<file path="src/sv/asi_avg_pkg.sv">
// shared constants and types for the sleep interval averager
`timescale 1ns / 1ps
package asi_avg_pkg;

  localparam int VAL_W            = 16;
  localparam int ATT_W            = 8;
  localparam int CFG_IDX_W        = 2;
  localparam int CFG_W            = 16;
  localparam int SAMPLE_COUNT_DEF = 8;
  localparam int SUM_W_DEF        = VAL_W + $clog2(SAMPLE_COUNT_DEF);

  // register indexes
  localparam logic [CFG_IDX_W-1:0] REG_BASE     = 2'd0;
  localparam logic [CFG_IDX_W-1:0] REG_AT_MAX   = 2'd1;
  localparam logic [CFG_IDX_W-1:0] REG_MAX_ATT  = 2'd2;

  // operation codes
  localparam logic OP_FILL   = 1'b0;
  localparam logic OP_SAMPLE = 1'b1;

  // register reset values
  localparam logic [VAL_W-1:0] BASE_RST    = 16'd40;
  localparam logic [VAL_W-1:0] AT_MAX_RST  = 16'd300;
  localparam logic [ATT_W-1:0] MAX_ATT_RST = 8'd6;

  typedef logic [VAL_W-1:0] interval_t;

endpackage

</file>
<file path="src/sv/asi_avg_if.sv">
// request and result channel interfaces for the sleep interval averager
`timescale 1ns / 1ps
interface asi_avg_in_if;
  logic                             valid;
  logic                             ready;
  logic                             operation;
  logic [asi_avg_pkg::VAL_W-1:0]    fill_value;
  logic [asi_avg_pkg::ATT_W-1:0]    attempts;

  modport source (output valid, output operation, output fill_value, output attempts,
                  input ready);
  modport sink (input valid, input operation, input fill_value, input attempts,
                output ready);
endinterface

interface asi_avg_out_if;
  logic                             valid;
  logic                             ready;
  logic [asi_avg_pkg::VAL_W-1:0]    average_interval;

  modport source (output valid, output average_interval, input ready);
  modport sink (input valid, input average_interval, output ready);
endinterface

</file>
<file path="src/sv/adaptive_sleep_interval_average.sv">
// top level: moving average of sleep intervals held in a ring
// sequence: a fill request goes straight to the output register; a sample request
//   runs the bit-serial divider twice, which serves first the interval division
//   and then the division by the slot count
// requests: one at a time; the next is taken as soon as the result is loaded into
//   the output register, so no new request is taken while one is still in progress
// reset: synchronous, active high; registers to 40 / 300 / 6, ring reads as zero, sum and
//   slot pointer zero; no clearing pass, ring valid bits cleared at once
`timescale 1ns / 1ps
module adaptive_sleep_interval_average
  import asi_avg_pkg::*;
#(
  parameter int SAMPLE_COUNT = SAMPLE_COUNT_DEF
) (
  input  logic                 clk,
  input  logic                 rst,
  input  logic                 cfg_we,
  input  logic [CFG_IDX_W-1:0] cfg_index,
  input  logic [CFG_W-1:0]     cfg_data,
  asi_avg_in_if.sink           sample_ch,
  asi_avg_out_if.source        result_ch
);

  localparam int SUM_W   = VAL_W + $clog2(SAMPLE_COUNT);
  localparam int SLOT_W  = $clog2(SAMPLE_COUNT);
  localparam int CNT_W   = $clog2(SUM_W + 1);
  localparam int SUM_MAX = SAMPLE_COUNT * ((1 << VAL_W) - 1);

  // sequencer states
  localparam logic [2:0] ST_IDLE = 3'd0;
  localparam logic [2:0] ST_MUL  = 3'd1; // ring read back, product formed, divide starts
  localparam logic [2:0] ST_DIV1 = 3'd2; // interval division running
  localparam logic [2:0] ST_AVG  = 3'd3; // sum updated, mean division starts
  localparam logic [2:0] ST_DIV2 = 3'd4; // mean division running
  localparam logic [2:0] ST_PUT  = 3'd5; // result waits for the output register

  // configuration registers
  interval_t         base;
  interval_t         at_max;
  logic [ATT_W-1:0]  max_att;

  // control state
  logic [2:0]              st;
  logic [SLOT_W-1:0]       write_slot;
  logic [SAMPLE_COUNT-1:0] ring_valid;
  interval_t               fill_reg;
  logic [SUM_W-1:0]        ring_sum;
  logic                    out_valid;

  // datapath registers
  interval_t         ring [SAMPLE_COUNT];
  interval_t         ring_rd;
  interval_t         old_val;
  logic [ATT_W-1:0]  att_reg;
  interval_t         res;
  interval_t         out_data;

  // combinational
  logic                   accept;
  interval_t              span;
  logic [VAL_W+ATT_W-1:0] prod_full;
  interval_t              new_val;
  logic                   ring_we;
  logic                   div_start;
  logic [CNT_W-1:0]       div_steps;
  logic [SUM_W-1:0]       div_dend;
  logic [ATT_W-1:0]       div_dsor;
  logic                   div_busy;
  logic                   div_done;
  logic [SUM_W-1:0]       div_quo;

  assign sample_ch.ready          = (st == ST_IDLE);
  assign accept                   = sample_ch.valid && sample_ch.ready;
  assign result_ch.valid          = out_valid;
  assign result_ch.average_interval = out_data;

  // span and product wrap at 16 bits
  assign span      = at_max - base;
  assign prod_full = span * att_reg;
  assign new_val   = div_quo[VAL_W-1:0] + base;
  assign ring_we   = (st == ST_DIV1) && div_done;

  // shared divider: first the scaled attempts, then the ring sum by the slot count
  always_comb begin
    div_start = (st == ST_MUL) || (st == ST_AVG);
    if (st == ST_MUL) begin
      div_steps = CNT_W'(VAL_W);
      div_dend  = {prod_full[VAL_W-1:0], {(SUM_W-VAL_W){1'b0}}};
      div_dsor  = max_att;
    end else begin
      div_steps = CNT_W'(SUM_W);
      div_dend  = ring_sum;
      div_dsor  = ATT_W'(SAMPLE_COUNT);
    end
  end

  asi_avg_div #(
    .DEND_W (SUM_W),
    .DSOR_W (ATT_W),
    .CNT_W  (CNT_W)
  ) u_div (
    .clk      (clk),
    .rst      (rst),
    .start    (div_start),
    .steps    (div_steps),
    .dividend (div_dend),
    .divisor  (div_dsor),
    .busy     (div_busy),
    .done     (div_done),
    .quotient (div_quo)
  );

  // configuration writes, unknown index ignored
  always_ff @(posedge clk) begin
    if (rst) begin
      base    <= BASE_RST;
      at_max  <= AT_MAX_RST;
      max_att <= MAX_ATT_RST;
    end else if (cfg_we) begin
      case (cfg_index)
        REG_BASE:    base    <= cfg_data[VAL_W-1:0];
        REG_AT_MAX:  at_max  <= cfg_data[VAL_W-1:0];
        REG_MAX_ATT: max_att <= cfg_data[ATT_W-1:0];
        default: ;
      endcase
    end
  end

  // ring memory, one write and one registered read at the slot pointer
  always_ff @(posedge clk) begin
    ring_rd <= ring[write_slot];
    if (ring_we) begin
      ring[write_slot] <= new_val;
    end
  end

  // sequencer and control state
  always_ff @(posedge clk) begin
    if (rst) begin
      st         <= ST_IDLE;
      write_slot <= '0;
      ring_valid <= '0;
      fill_reg   <= '0;
      ring_sum   <= '0;
    end else begin
      case (st)
        ST_IDLE: begin
          if (accept) begin
            if (sample_ch.operation == OP_FILL) begin
              // a fill marks every slot stale; stale slots read as the fill value
              ring_valid <= '0;
              fill_reg   <= sample_ch.fill_value;
              ring_sum   <= SUM_W'(sample_ch.fill_value * SAMPLE_COUNT);
              st         <= ST_PUT;
            end else begin
              st <= ST_MUL;
            end
          end
        end
        ST_MUL: begin
          st <= ST_DIV1;
        end
        ST_DIV1: begin
          if (div_done) begin
            ring_valid[write_slot] <= 1'b1;
            ring_sum   <= ring_sum - SUM_W'(old_val) + SUM_W'(new_val);
            write_slot <= (write_slot == SLOT_W'(SAMPLE_COUNT - 1)) ? '0
                          : write_slot + SLOT_W'(1);
            st         <= ST_AVG;
          end
        end
        ST_AVG: begin
          st <= ST_DIV2;
        end
        ST_DIV2: begin
          if (div_done) begin
            st <= ST_PUT;
          end
        end
        ST_PUT: begin
          if (!out_valid || result_ch.ready) begin
            st <= ST_IDLE;
          end
        end
        default: st <= ST_IDLE;
      endcase
    end
  end

  // datapath holding registers
  always_ff @(posedge clk) begin
    if (accept) begin
      att_reg <= sample_ch.attempts;
      res     <= sample_ch.fill_value;
    end
    if (st == ST_MUL) begin
      old_val <= ring_valid[write_slot] ? ring_rd : fill_reg;
    end
    if (st == ST_DIV2 && div_done) begin
      res <= div_quo[VAL_W-1:0];
    end
  end

  // output register
  always_ff @(posedge clk) begin
    if (rst) begin
      out_valid <= 1'b0;
    end else if (st == ST_PUT && (!out_valid || result_ch.ready)) begin
      out_valid <= 1'b1;
    end else if (result_ch.ready) begin
      out_valid <= 1'b0;
    end
  end

  always_ff @(posedge clk) begin
    if (st == ST_PUT && (!out_valid || result_ch.ready)) begin
      out_data <= res;
    end
  end

`ifndef SYNTH
  // divider is never restarted mid-division
  a_div_idle_on_start: assert property (@(posedge clk) disable iff (rst)
    div_start |-> !div_busy)
    else $error("divider started while busy");

  // running sum never exceeds a ring of full-scale intervals
  a_sum_bound: assert property (@(posedge clk) disable iff (rst)
    ring_sum <= SUM_W'(SUM_MAX))
    else $error("ring sum out of range");

  // a fill request yields its own value as the mean
  a_fill_result: assert property (@(posedge clk) disable iff (rst)
    (accept && sample_ch.operation == OP_FILL)
      |=> (st == ST_PUT && res == $past(sample_ch.fill_value)))
    else $error("fill result mismatch");
`endif

endmodule

</file>
<file path="src/sv/asi_avg_div.sv">
// bit-serial restoring divider, one quotient bit per cycle
`timescale 1ns / 1ps
module asi_avg_div
  import asi_avg_pkg::*;
#(
  parameter int DEND_W = SUM_W_DEF,
  parameter int DSOR_W = ATT_W,
  parameter int CNT_W  = $clog2(SUM_W_DEF + 1)
) (
  input  logic              clk,
  input  logic              rst,
  input  logic              start,
  input  logic [CNT_W-1:0]  steps,
  input  logic [DEND_W-1:0] dividend,
  input  logic [DSOR_W-1:0] divisor,
  output logic              busy,
  output logic              done,
  output logic [DEND_W-1:0] quotient
);

  logic [CNT_W-1:0]  cnt;
  logic [DEND_W-1:0] dend;
  logic [DSOR_W-1:0] rem;
  logic [DSOR_W-1:0] dsor;
  logic [DSOR_W:0]   trial;
  logic [DSOR_W:0]   diff;
  logic              q_bit;
  logic [DSOR_W-1:0] rem_next;

  // zero divisor gives all ones, the trial always fits
  always_comb begin
    trial    = {rem, dend[DEND_W-1]};
    diff     = trial - {1'b0, dsor};
    q_bit    = (trial >= {1'b0, dsor});
    rem_next = q_bit ? diff[DSOR_W-1:0] : trial[DSOR_W-1:0];
  end

  always_ff @(posedge clk) begin
    if (rst) begin
      busy <= 1'b0;
      done <= 1'b0;
    end else begin
      done <= 1'b0;
      if (start) begin
        busy <= 1'b1;
      end else if (busy && cnt == CNT_W'(1)) begin
        busy <= 1'b0;
        done <= 1'b1;
      end
    end
  end

  always_ff @(posedge clk) begin
    if (start) begin
      cnt      <= steps;
      dend     <= dividend;
      dsor     <= divisor;
      rem      <= '0;
      quotient <= '0;
    end else if (busy) begin
      cnt      <= cnt - CNT_W'(1);
      dend     <= {dend[DEND_W-2:0], 1'b0};
      rem      <= rem_next;
      quotient <= {quotient[DEND_W-2:0], q_bit};
    end
  end

endmodule
</file>
<file path="src/flat_wrapper.sv">
// flat-port wrapper written by rule: the top's interface ports become plain ports
module adaptive_sleep_interval_average_flat import asi_avg_pkg::*;
#(
  parameter int SAMPLE_COUNT = SAMPLE_COUNT_DEF
)
  (clk, rst, cfg_we, cfg_index, cfg_data, sample_ch_valid, sample_ch_operation, sample_ch_fill_value, sample_ch_attempts, sample_ch_ready, result_ch_valid, result_ch_average_interval, result_ch_ready);
  asi_avg_in_if sample_ch_i ();
  asi_avg_out_if result_ch_i ();
  input  logic clk;
  input  logic rst;
  input  logic cfg_we;
  input  logic [CFG_IDX_W-1:0] cfg_index;
  input  logic [CFG_W-1:0] cfg_data;
  input wire logic [$bits(sample_ch_i.valid)-1:0] sample_ch_valid;
  input wire logic [$bits(sample_ch_i.operation)-1:0] sample_ch_operation;
  input wire logic [$bits(sample_ch_i.fill_value)-1:0] sample_ch_fill_value;
  input wire logic [$bits(sample_ch_i.attempts)-1:0] sample_ch_attempts;
  output wire logic [$bits(sample_ch_i.ready)-1:0] sample_ch_ready;
  output wire logic [$bits(result_ch_i.valid)-1:0] result_ch_valid;
  output wire logic [$bits(result_ch_i.average_interval)-1:0] result_ch_average_interval;
  input wire logic [$bits(result_ch_i.ready)-1:0] result_ch_ready;
  assign sample_ch_i.valid = sample_ch_valid;
  assign sample_ch_i.operation = sample_ch_operation;
  assign sample_ch_i.fill_value = sample_ch_fill_value;
  assign sample_ch_i.attempts = sample_ch_attempts;
  assign sample_ch_ready = sample_ch_i.ready;
  assign result_ch_valid = result_ch_i.valid;
  assign result_ch_average_interval = result_ch_i.average_interval;
  assign result_ch_i.ready = result_ch_ready;
  adaptive_sleep_interval_average #(.SAMPLE_COUNT(SAMPLE_COUNT)) u_core (.clk(clk), .rst(rst), .cfg_we(cfg_we), .cfg_index(cfg_index), .cfg_data(cfg_data), .sample_ch(sample_ch_i), .result_ch(result_ch_i));
endmodule
</file>
<file path="config.mk">
export PLATFORM = sky130hd
export DESIGN_NAME = adaptive_sleep_interval_average_flat
export DESIGN_NICKNAME = d
export VERILOG_FILES = /design/src/sv/asi_avg_pkg.sv /design/src/sv/asi_avg_if.sv /design/src/sv/adaptive_sleep_interval_average.sv /design/src/sv/asi_avg_div.sv /design/src/flat_wrapper.sv
export SDC_FILE = /design/constraint.sdc
export NUM_CORES = 1
export LEC_CHECK = 0
export BUFFER_PORTS_ARGS = -buffer_cell sky130_fd_sc_hd__buf_2
export CELL_PAD_IN_SITES_DETAIL_PLACEMENT = 1
export CELL_PAD_IN_SITES_GLOBAL_PLACEMENT = 2
export CORE_MARGIN = 2
export CORE_UTILIZATION = 42
export DETAILED_ROUTE_END_ITERATION = 8
export GPL_TIMING_DRIVEN = 0
export PLACE_DENSITY = 0.79
export SYNTH_ARGS = -nofsm -noshare
export SYNTH_HDL_FRONTEND = slang
export SYNTH_HIERARCHICAL = 1
export SYNTH_SLANG_ARGS = --single-unit
</file>
<file path="constraint.sdc">
create_clock -name clk -period 7.5 [get_ports clk]
set_input_delay 1.5 -clock clk [delete_from_list [all_inputs] [get_ports clk]]
set_output_delay 1.5 -clock clk [all_outputs]
set_load 0.05 [all_outputs]
</file>
==> results of run 1 <==
-- cell type report --
cell class	count	area (um2)	share of cell area [%]
plain buffers	66	259.0	1.207
flip-flops and latches	348	9133	42.55
well taps	592	740.7	3.451
clock inverters	25	315.3	1.469
repair buffers	75	426.7	1.988
multi-input cells	1140	8879	41.37
clock buffers	49	1096	5.107
inverters	163	611.8	2.851
-- routing by layer --
| metal | global-route usage, % | wire length, um |
|---|---|---|
| met1 | 33.65 | 25210 |
| met2 | 38.70 | 25180 |
| met5 | 0 | 0 |
| met4 | 8.207 | 1817 |
| met3 | 4.708 | 3438 |
-- placed cells by master, fill, tap and decap left out, types with 21 or more instances in the layout --
cell type and count:
nand2b_1 21, dfxtp_1 131, nor3_1 22, nor2b_1 21
clkbuf_16 41, nand2_1 199, mux2i_1 28, edfxtp_1 216
inv_1 163, clkbuf_1 64, ha_1 85, nand4_1 22
fa_1 79, buf_2 67, a22oi_1 70, mux2_2 51
and2_1 69, a21oi_1 103, xnor2_1 33, nor2_1 95
o21ai_0 27, xor2_1 23
-- worst max path at each step --
| stage | start | to |
|---|---|---|
| floorplan | u_core/base[1]$_SDFFE_PP0P_ | u_core/u_div/dend[18]$_DFFE_PP_ |
| global placement | u_core/base[1]$_SDFFE_PP0P_ | u_core/u_div/dend[18]$_DFFE_PP_ |
| detailed placement | u_core/base[1]$_SDFFE_PP0P_ | u_core/u_div/dend[18]$_DFFE_PP_ |
| CTS | u_core/base[1]$_SDFFE_PP0P_ | u_core/u_div/dend[18]$_DFFE_PP_ |
| global route | u_core/base[3]$_SDFFE_PP1P_ | u_core/u_div/dend[18]$_DFFE_PP_ |
| finish | u_core/base[3]$_SDFFE_PP1P_ | u_core/u_div/dend[18]$_DFFE_PP_ |
-- per-stage QoR --
stage,hold slack (ns),setup TNS [ns],total power (W),worst slack (ns),instances
5_1_grt,0.4365,-0.04157,0.009975,-0.04157,2458
6_report,0.4202,0,0.009240,0.3544,2458
4_1_cts,0.4217,0,0.009195,0.02928,2454
3_3_place_gp,0.4054,-0.06957,0.007006,-0.06957,2374
2_1_floorplan,0.4003,0,0.005736,0.9007,1717
3_5_place_dp,0.4080,-0.1184,0.007100,-0.1184,2380
-- where the power goes --
group / internal (W) / switching [W] / total [W]
Sequential: 0.00238 / 0.000153 / 0.00254
Combinational: 0.00183 / 0.00282 / 0.00466
Clock: 0.00120 / 0.000848 / 0.00205
-- what timing repair did --
item | 4_1_cts | 5_1_grt
resized for setup | 2 | 10
setup buffers | 0 | 4
endpoints found under the hold margin | 0 | 0
setup endpoints to repair | 1 | 2
pin swaps | 0 | 2
==> out/results.ini, run 1 <==
[status]
status = completed

[routing]
ant_nets = 0
drt_iter0_drc = 1028
num_vias = 13459
drt_wl_total_mm = 55.65
route.detailed.drc = 0
drt-wirelength-per-cell_um = 22.64
firstDrtPassIters = 5
viasPerCell = 5.476

[floorplanning]
chipWidth_um = 215.5
initial_utilization_pct = 42.48
die_y_um = 215.5
ios = 66
coreArea_um2 = 44220
rows = 77
die_area_um2 = 46440

[timing]
fmax_mhz = 139.9
relSlewSlack_pct = 13.90
tightest_slew_ns = 1.282
skew_ns = 0.05499
slew_violations = 0
finalSetupViolCount = 0
finalCritPeriodShare_pct = 95.27
min_period_ns = 7.146
finalHoldViolCount = 0

[worst_hold_path]
whs_endpoint = u_core/result_ch.average_interval[14]$_DFFE_PP_
hold_path_depth = 0
min_from = u_core/res[14]$_DFFE_PP_
hold_class = reg2reg

[clock_network]
cts_tree = done
cts_root_buf = clkbuf_16
h-tree-depth = 2
cts_buffers = 40
cts_buffer_depth = 3
clock_latency_ns = 0.59
cts_sinks = 348
hold_buffers = 0
clk_pin_slew_ns = 0.06

[critical_path]
cp_slowest_cell = xnor2_1
cp.arrival_ns = 7.57
rr_worst_depth = 26
timing.rr.start = u_core/base[3]$_SDFFE_PP1P_
worst-path-buf-inv = 4
crit_required_ns = 7.92
worstReg2RegEnd = u_core/u_div/dend[18]$_DFFE_PP_
cp_top_family = adder cells
worstSetupPathType = reg2reg
crit_path_end_kind = flip-flop
rrSetupSlack_ns = 0.35
critPathMaxFanout = 8
start_kind = flip-flop
cpPeakStageDelay_ns = 0.75
cp.depth = 26

[layout]
largestRegisters = u_core/ring: 128 flops, u_core/ring_sum: 19 flops, u_core/u_div/dend: 19 flops
fin_area_um2 = 21460
final_nets = 2046
drive_gt1_share_pct = 12.59
diodes = 0
area_delta_synth_final_pct = 14.23
utilization_pct = 48.53
fill_cells = 4760
largest_register_ffs = 128
top_register = u_core/ring

[power_and_ir_drop]
ir_worst_vdd_v = 0.0004539
p_per_area_nw_per_um2 = 430.6
p_leak_nw = 8.494

[placement]
placed_area_um2 = 19960
io_buffer_count = 65
dp_hpwl_mm = 41.26
gp_congestion = 0.8623

[global_routing]
grt_pass1_wl_mm = 85.48
grt_overflow = 0
first_global_vias = 14235
grt_use_total_pct = 24.41
antenna_found_initial = 2
grt_max_degree = 26

[flow_run]
maxCapViolCount = 0

[logic_synthesis]
synth_area_um2 = 18790
ys_warn_count = 6
netlist_instances = 1716
syn_avg_cell_area_um2 = 10.95

No activity file was read; power rests on OpenSTA's default activity.
==> run 2, diff against run 1 <==
--- a/config.mk
+++ b/config.mk
@@ -12,6 +12,7 @@
 export CORE_UTILIZATION = 42
 export DETAILED_ROUTE_END_ITERATION = 8
 export GPL_TIMING_DRIVEN = 0
+export MAX_ROUTING_LAYER = met4
 export PLACE_DENSITY = 0.79
 export SYNTH_ARGS = -nofsm -noshare
 export SYNTH_HDL_FRONTEND = slang
==> out/results.ini, run 2 (synthesis results as in run 1) <==
[timing]
finalCritPeriodShare_pct = 95.47  ; +0.20 points
relSlewSlack_pct = 10.78  ; -3.1 points
slew_violations = 0  ; unchanged
finalHoldViolCount = 0  ; unchanged
skew_ns = 0.05619  ; +0.001196 ns
finalSetupViolCount = 0  ; unchanged
tightest_slew_ns = 1.328  ; +0.04649 ns
min_period_ns = 7.160  ; +0.01483 ns
fmax_mhz = 139.7  ; -0.21%

[critical_path]
cp.arrival_ns = 7.58  ; about the same
cp_top_family = adder cells
crit_required_ns = 7.92  ; about the same
critPathMaxFanout = 6  ; -2
crit_path_end_kind = flip-flop
cp_slowest_cell = fa_1
worstSetupPathType = reg2reg
worst-path-buf-inv = 4  ; unchanged
cpPeakStageDelay_ns = 0.55  ; -0.20 ns
start_kind = flip-flop

[clock_network]
cts_tree = done
cts_root_buf = clkbuf_16
clock_latency_ns = 0.59  ; about the same
cts_buffer_depth = 3  ; unchanged
cts_sinks = 348  ; unchanged
cts_buffers = 40  ; unchanged
clk_pin_slew_ns = 0.06  ; about the same
h-tree-depth = 2  ; unchanged
hold_buffers = 0  ; unchanged

[power_and_ir_drop]
p_leak_nw = 8.494  ; unchanged
p_per_area_nw_per_um2 = 431.4  ; +0.20%
total_power_w = 0.009259  ; +0.20%
ir_worst_vdd_v = 0.0004561  ; +0.49%

[layout]
drive_gt1_share_pct = 12.59  ; unchanged
area_delta_synth_final_pct = 14.23  ; unchanged
top_register = u_core/ring
fin_area_um2 = 21460  ; unchanged
largest_register_ffs = 128  ; unchanged
fill_cells = 4760  ; unchanged
final_common_cell = edfxtp_1
final_nets = 2046  ; unchanged
diodes = 0  ; unchanged
stdcell_count = 2458  ; unchanged
mostFrequentLayoutCells = 216 x edfxtp_1, 199 x nand2_1, 163 x inv_1, 131 x dfxtp_1, 103 x a21oi_1
largestRegisters = u_core/ring: 128 flops, u_core/ring_sum: 19 flops, u_core/u_div/dend: 19 flops
utilization_pct = 48.53  ; unchanged

[placement]
placed_area_um2 = 19960  ; unchanged
io_buffer_count = 65  ; unchanged
dp_hpwl_mm = 41.26  ; unchanged
place_inst = 2380  ; unchanged
gp_congestion = 0.8762  ; +1.6%

[routing]
route.detailed.drc = 0  ; unchanged
drt_iter0_drc = 1054  ; +2.5%
drt_wl_total_mm = 55.68  ; about the same
drt-wirelength-per-cell_um = 22.65  ; about the same
firstDrtPassIters = 5  ; unchanged
ant_nets = 0  ; unchanged
viasPerCell = 5.528  ; +0.97%
num_vias = 13589  ; +0.97%

[floorplanning]
die_area_um2 = 46440  ; unchanged
ios = 66  ; unchanged
chipWidth_um = 215.5  ; unchanged
coreArea_um2 = 44220  ; unchanged
die_y_um = 215.5  ; unchanged
rows = 77  ; unchanged
initial_utilization_pct = 42.48  ; unchanged

[global_routing]
grt_pass1_wl_mm = 85.48  ; unchanged
first_global_vias = 14255  ; +0.14%
grt_overflow = 0  ; unchanged
grt_use_total_pct = 25.16  ; +0.75 points
grt_max_degree = 26  ; unchanged
antenna_found_initial = 3  ; +1

[worst_hold_path]
hold_class = reg2reg

[status]
status = completed

[flow_run]
maxCapViolCount = 0  ; unchanged

-- run 2: cell counts in the layout (fill, tap and decap cells not counted) --
Identical to the previous run, type by type.
-- run 2: timing repair --
item                                    in CTS  in global routing
pin swaps                                    0                  2
resized for setup                            2                 10
buffers inserted                             0                  4
endpoints found under the setup margin       1                  2
-- run 2: final cells by class --
type	count	area, um2	area share, %
multi-input combinational	1140	8879	41.37
clock inverter	25	315.3	1.469
clock buffer	49	1096	5.107
buffer	66	259.0	1.207
sequential	348	9133	42.55
inverter	163	611.8	2.851
timing repair buffer	75	426.7	1.988
tap	592	740.7	3.451
-- run 2: final timing paths --
check / end / slack, ns / startpoint / depth (start not counted)
max: u_core/u_div/dend[18]$_DFFE_PP_ / 0.34 / u_core/base[1]$_SDFFE_PP0P_ / 27
min: u_core/result_ch.average_interval[9]$_DFFE_PP_ / 0.42 / u_core/res[9]$_DFFE_PP_ / 0
max reg2reg: u_core/u_div/dend[18]$_DFFE_PP_ / 0.34 / u_core/base[1]$_SDFFE_PP0P_ / 27
min reg2reg: u_core/result_ch.average_interval[9]$_DFFE_PP_ / 0.42 / u_core/res[9]$_DFFE_PP_ / 0
-- run 2: per-stage QoR --
stage | setup TNS (ns) | setup slack [ns] | hold WS [ns]
after floorplan | 0 | 0.9007 | 0.4003
after global placement | -0.06957 | -0.06957 | 0.4054
after detailed placement | -0.1184 | -0.1184 | 0.4080
after CTS | 0 | 0.02928 | 0.4217
after global routing | -0.04156 | -0.04156 | 0.4364
final | 0 | 0.3396 | 0.4221
-- run 2: power breakdown --
group / internal, W / leakage, nW / switching (W) / total, W
clock network: 0.00120 / 0.685 / 0.000849 / 0.00205
logic: 0.00183 / 4.75 / 0.00284 / 0.00467
registers: 0.00238 / 3.06 / 0.000153 / 0.00254
-- run 2: per-layer routing --
metal  track usage (%)  routed length, um  part of all wire [%]
met4             8.207               1747                   3.1
met2             38.81              25270                    45
met5                 -                  0                     0
met1             33.72              25150                    45
met3             4.482               3503                   6.3
==> run 3, diff against run 2 <==
--- a/config.mk
+++ b/config.mk
@@ -13,7 +13,7 @@
 export DETAILED_ROUTE_END_ITERATION = 8
 export GPL_TIMING_DRIVEN = 0
 export MAX_ROUTING_LAYER = met4
-export PLACE_DENSITY = 0.79
+export PLACE_DENSITY_LB_ADDON = 0.1
 export SYNTH_ARGS = -nofsm -noshare
 export SYNTH_HDL_FRONTEND = slang
 export SYNTH_HIERARCHICAL = 1
==> out/results.ini, run 3 (synthesis results as in run 1) <==
[status]
status = completed

[critical_path]
crit_path_end_kind = flip-flop
rr_worst_depth = 27  ; unchanged
cp_slowest_cell = fa_1
rrSetupSlack_ns = 0.32  ; -0.02 ns
worstReg2RegEnd = u_core/u_div/dend[18]$_DFFE_PP_
cp-startpoint = u_core/base[1]$_SDFFE_PP0P_
critPathMaxFanout = 7  ; +1
cp.depth = 27  ; unchanged
crit_required_ns = 7.94  ; +0.02 ns
start_kind = flip-flop
cpPeakStageDelay_ns = 0.55  ; about the same
timing.rr.start = u_core/base[1]$_SDFFE_PP0P_
cp.arrival_ns = 7.62  ; +0.04 ns
cp_top_family = adder cells
worst-path-buf-inv = 4  ; unchanged
timing.critical_path.to = u_core/u_div/dend[18]$_DFFE_PP_
worstSetupPathType = reg2reg

[routing]
num_vias = 13270  ; -2.3%
ant_nets = 0  ; unchanged
viasPerCell = 5.394  ; -2.4%
firstDrtPassIters = 5  ; unchanged
route.detailed.drc = 0  ; unchanged
drt_iter0_drc = 879  ; -17%
drt_wl_total_mm = 57.19  ; +2.7%
drt-wirelength-per-cell_um = 23.25  ; +2.6%

[placement]
place_ws_ns = -0.1169  ; +0.001425 ns
io_buffer_count = 65  ; unchanged
place_inst = 2381  ; +0.042%
dp_hpwl_mm = 42.87  ; +3.9%
gp_congestion = 0.8534  ; -2.6%
placed_area_um2 = 19970  ; about the same

[power_and_ir_drop]
ir_worst_vdd_v = 0.0004310  ; -5.5%
p_per_area_nw_per_um2 = 422.1  ; -2.2%
p_leak_nw = 8.512  ; +0.20%
total_power_w = 0.009063  ; -2.1%

[flow_run]
maxCapViolCount = 0  ; unchanged

[layout]
largestRegisters = u_core/ring: 128 flops, u_core/ring_sum: 19 flops, u_core/u_div/dend: 19 flops
final_nets = 2047  ; +0.049%
diodes = 0  ; unchanged
fin_area_um2 = 21470  ; about the same
drive_gt1_share_pct = 12.47  ; -0.12 points
largest_register_ffs = 128  ; unchanged
stdcell_count = 2460  ; +0.081%
area_delta_synth_final_pct = 14.29  ; about the same
fill_cells = 4762  ; +0.042%
top_register = u_core/ring
mostFrequentLayoutCells = 216 x edfxtp_1, 199 x nand2_1, 163 x inv_1, 131 x dfxtp_1, 102 x a21oi_1
final_common_cell = edfxtp_1

[timing]
slew_violations = 0  ; unchanged
relSlewSlack_pct = 13.55  ; +2.8 points
setup_ws_ns = 0.3183  ; -0.02133 ns
finalCritPeriodShare_pct = 95.76  ; +0.28 points
rsz0062_at_grt = no
fmax_mhz = 139.2  ; -0.30%
finalHoldViolCount = 0  ; unchanged
tightest_slew_ns = 1.294  ; -0.03416 ns
finalSetupViolCount = 0  ; unchanged
min_period_ns = 7.182  ; +0.02133 ns
skew_ns = 0.01456  ; -0.04163 ns

[floorplanning]
chipWidth_um = 215.5  ; unchanged
ios = 66  ; unchanged
rows = 77  ; unchanged
die_y_um = 215.5  ; unchanged
die_area_um2 = 46440  ; unchanged
coreArea_um2 = 44220  ; unchanged
initial_utilization_pct = 42.48  ; unchanged

[global_routing]
first_global_vias = 13917  ; -2.4%
antenna_found_initial = 2  ; -1
grt_pass1_wl_mm = 87.42  ; +2.3%
grt_use_total_pct = 25.92  ; +0.76 points
grt_overflow = 0  ; unchanged
grt_max_degree = 26  ; unchanged

[clock_network]
hold_buffers = 0  ; unchanged
cts_root_buf = clkbuf_16
cts_sinks = 348  ; unchanged
h-tree-depth = 2  ; unchanged
clock_latency_ns = 0.57  ; -0.02 ns
cts_buffers = 41  ; +2.5%
cts_tree = done
cts_buffer_depth = 3  ; unchanged
clk_pin_slew_ns = 0.06  ; about the same

[worst_hold_path]
hold_class = reg2reg

run 3: metal layers:
metal  global-route usage, %  vias to the layer above  part of all wire [%]
met4                   6.966                        0                   2.4
met5                       -                        -                     0
met2                   40.58                      271                    46
met3                   4.130                       74                   4.6
li1                        -                     6241                     -
met1                   35.15                     6684                    47
run 3: power breakdown:
part	switching [W]	total (W)	internal, W
sequential	0.000154	0.00254	0.00239
clock	0.000826	0.00206	0.00123
combinational	0.00266	0.00447	0.00180
total	0.00364	0.00906	0.00542
run 3: worst min-delay path by stage:
stage,from,endpoint,slack [ns],cells after the start
floorplan,u_core/res[0]$_DFFE_PP_,u_core/result_ch.average_interval[0]$_DFFE_PP_,0.40,0
global placement,u_core/res[14]$_DFFE_PP_,u_core/result_ch.average_interval[14]$_DFFE_PP_,0.40,0
detailed placement,u_core/res[15]$_DFFE_PP_,u_core/result_ch.average_interval[15]$_DFFE_PP_,0.41,0
CTS,u_core/res[10]$_DFFE_PP_,u_core/result_ch.average_interval[10]$_DFFE_PP_,0.42,0
global route,u_core/res[12]$_DFFE_PP_,u_core/result_ch.average_interval[12]$_DFFE_PP_,0.43,0
finish,u_core/res[10]$_DFFE_PP_,u_core/result_ch.average_interval[10]$_DFFE_PP_,0.42,0
run 3: layout make-up:
cell class	instances	area (um2)	area share, %
multi-input cells	1140	8912	41.51
repair buffers	75	426.7	1.987
flip-flops and latches	348	9130	42.52
plain buffers	66	259.0	1.206
inverters	163	611.8	2.849
clock inverters	21	230.2	1.072
clock buffers	55	1161	5.408
well taps	592	740.7	3.450
run 3: worst register-to-register path, delay by kind of cell, from the launching register on:
kind	cells	cell delay, ns
compound gates	5	1.01
xor+xnor	3	0.93
fa+ha+maj	6	2.68
buf+inv	4	0.22
flops	1	0.40
mux	1	0.15
simple gates	8	1.65
run 3: timing repair:
item	4_1_cts	5_1_grt
gates resized for setup	2	12
setup buffers	0	3
pin swaps	0	1
setup endpoints to repair	2	2
run 3: through the flow:
step	hold WS [ns]	setup TNS, ns	utilization (%)
after floorplan	0.4003	0	-
after global placement	0.4012	-0.02113	44.90
after detailed placement	0.4079	-0.1169	45.16
after CTS	0.4196	0	48.34
after global routing	0.4262	0	48.56
final	0.4191	0	48.56
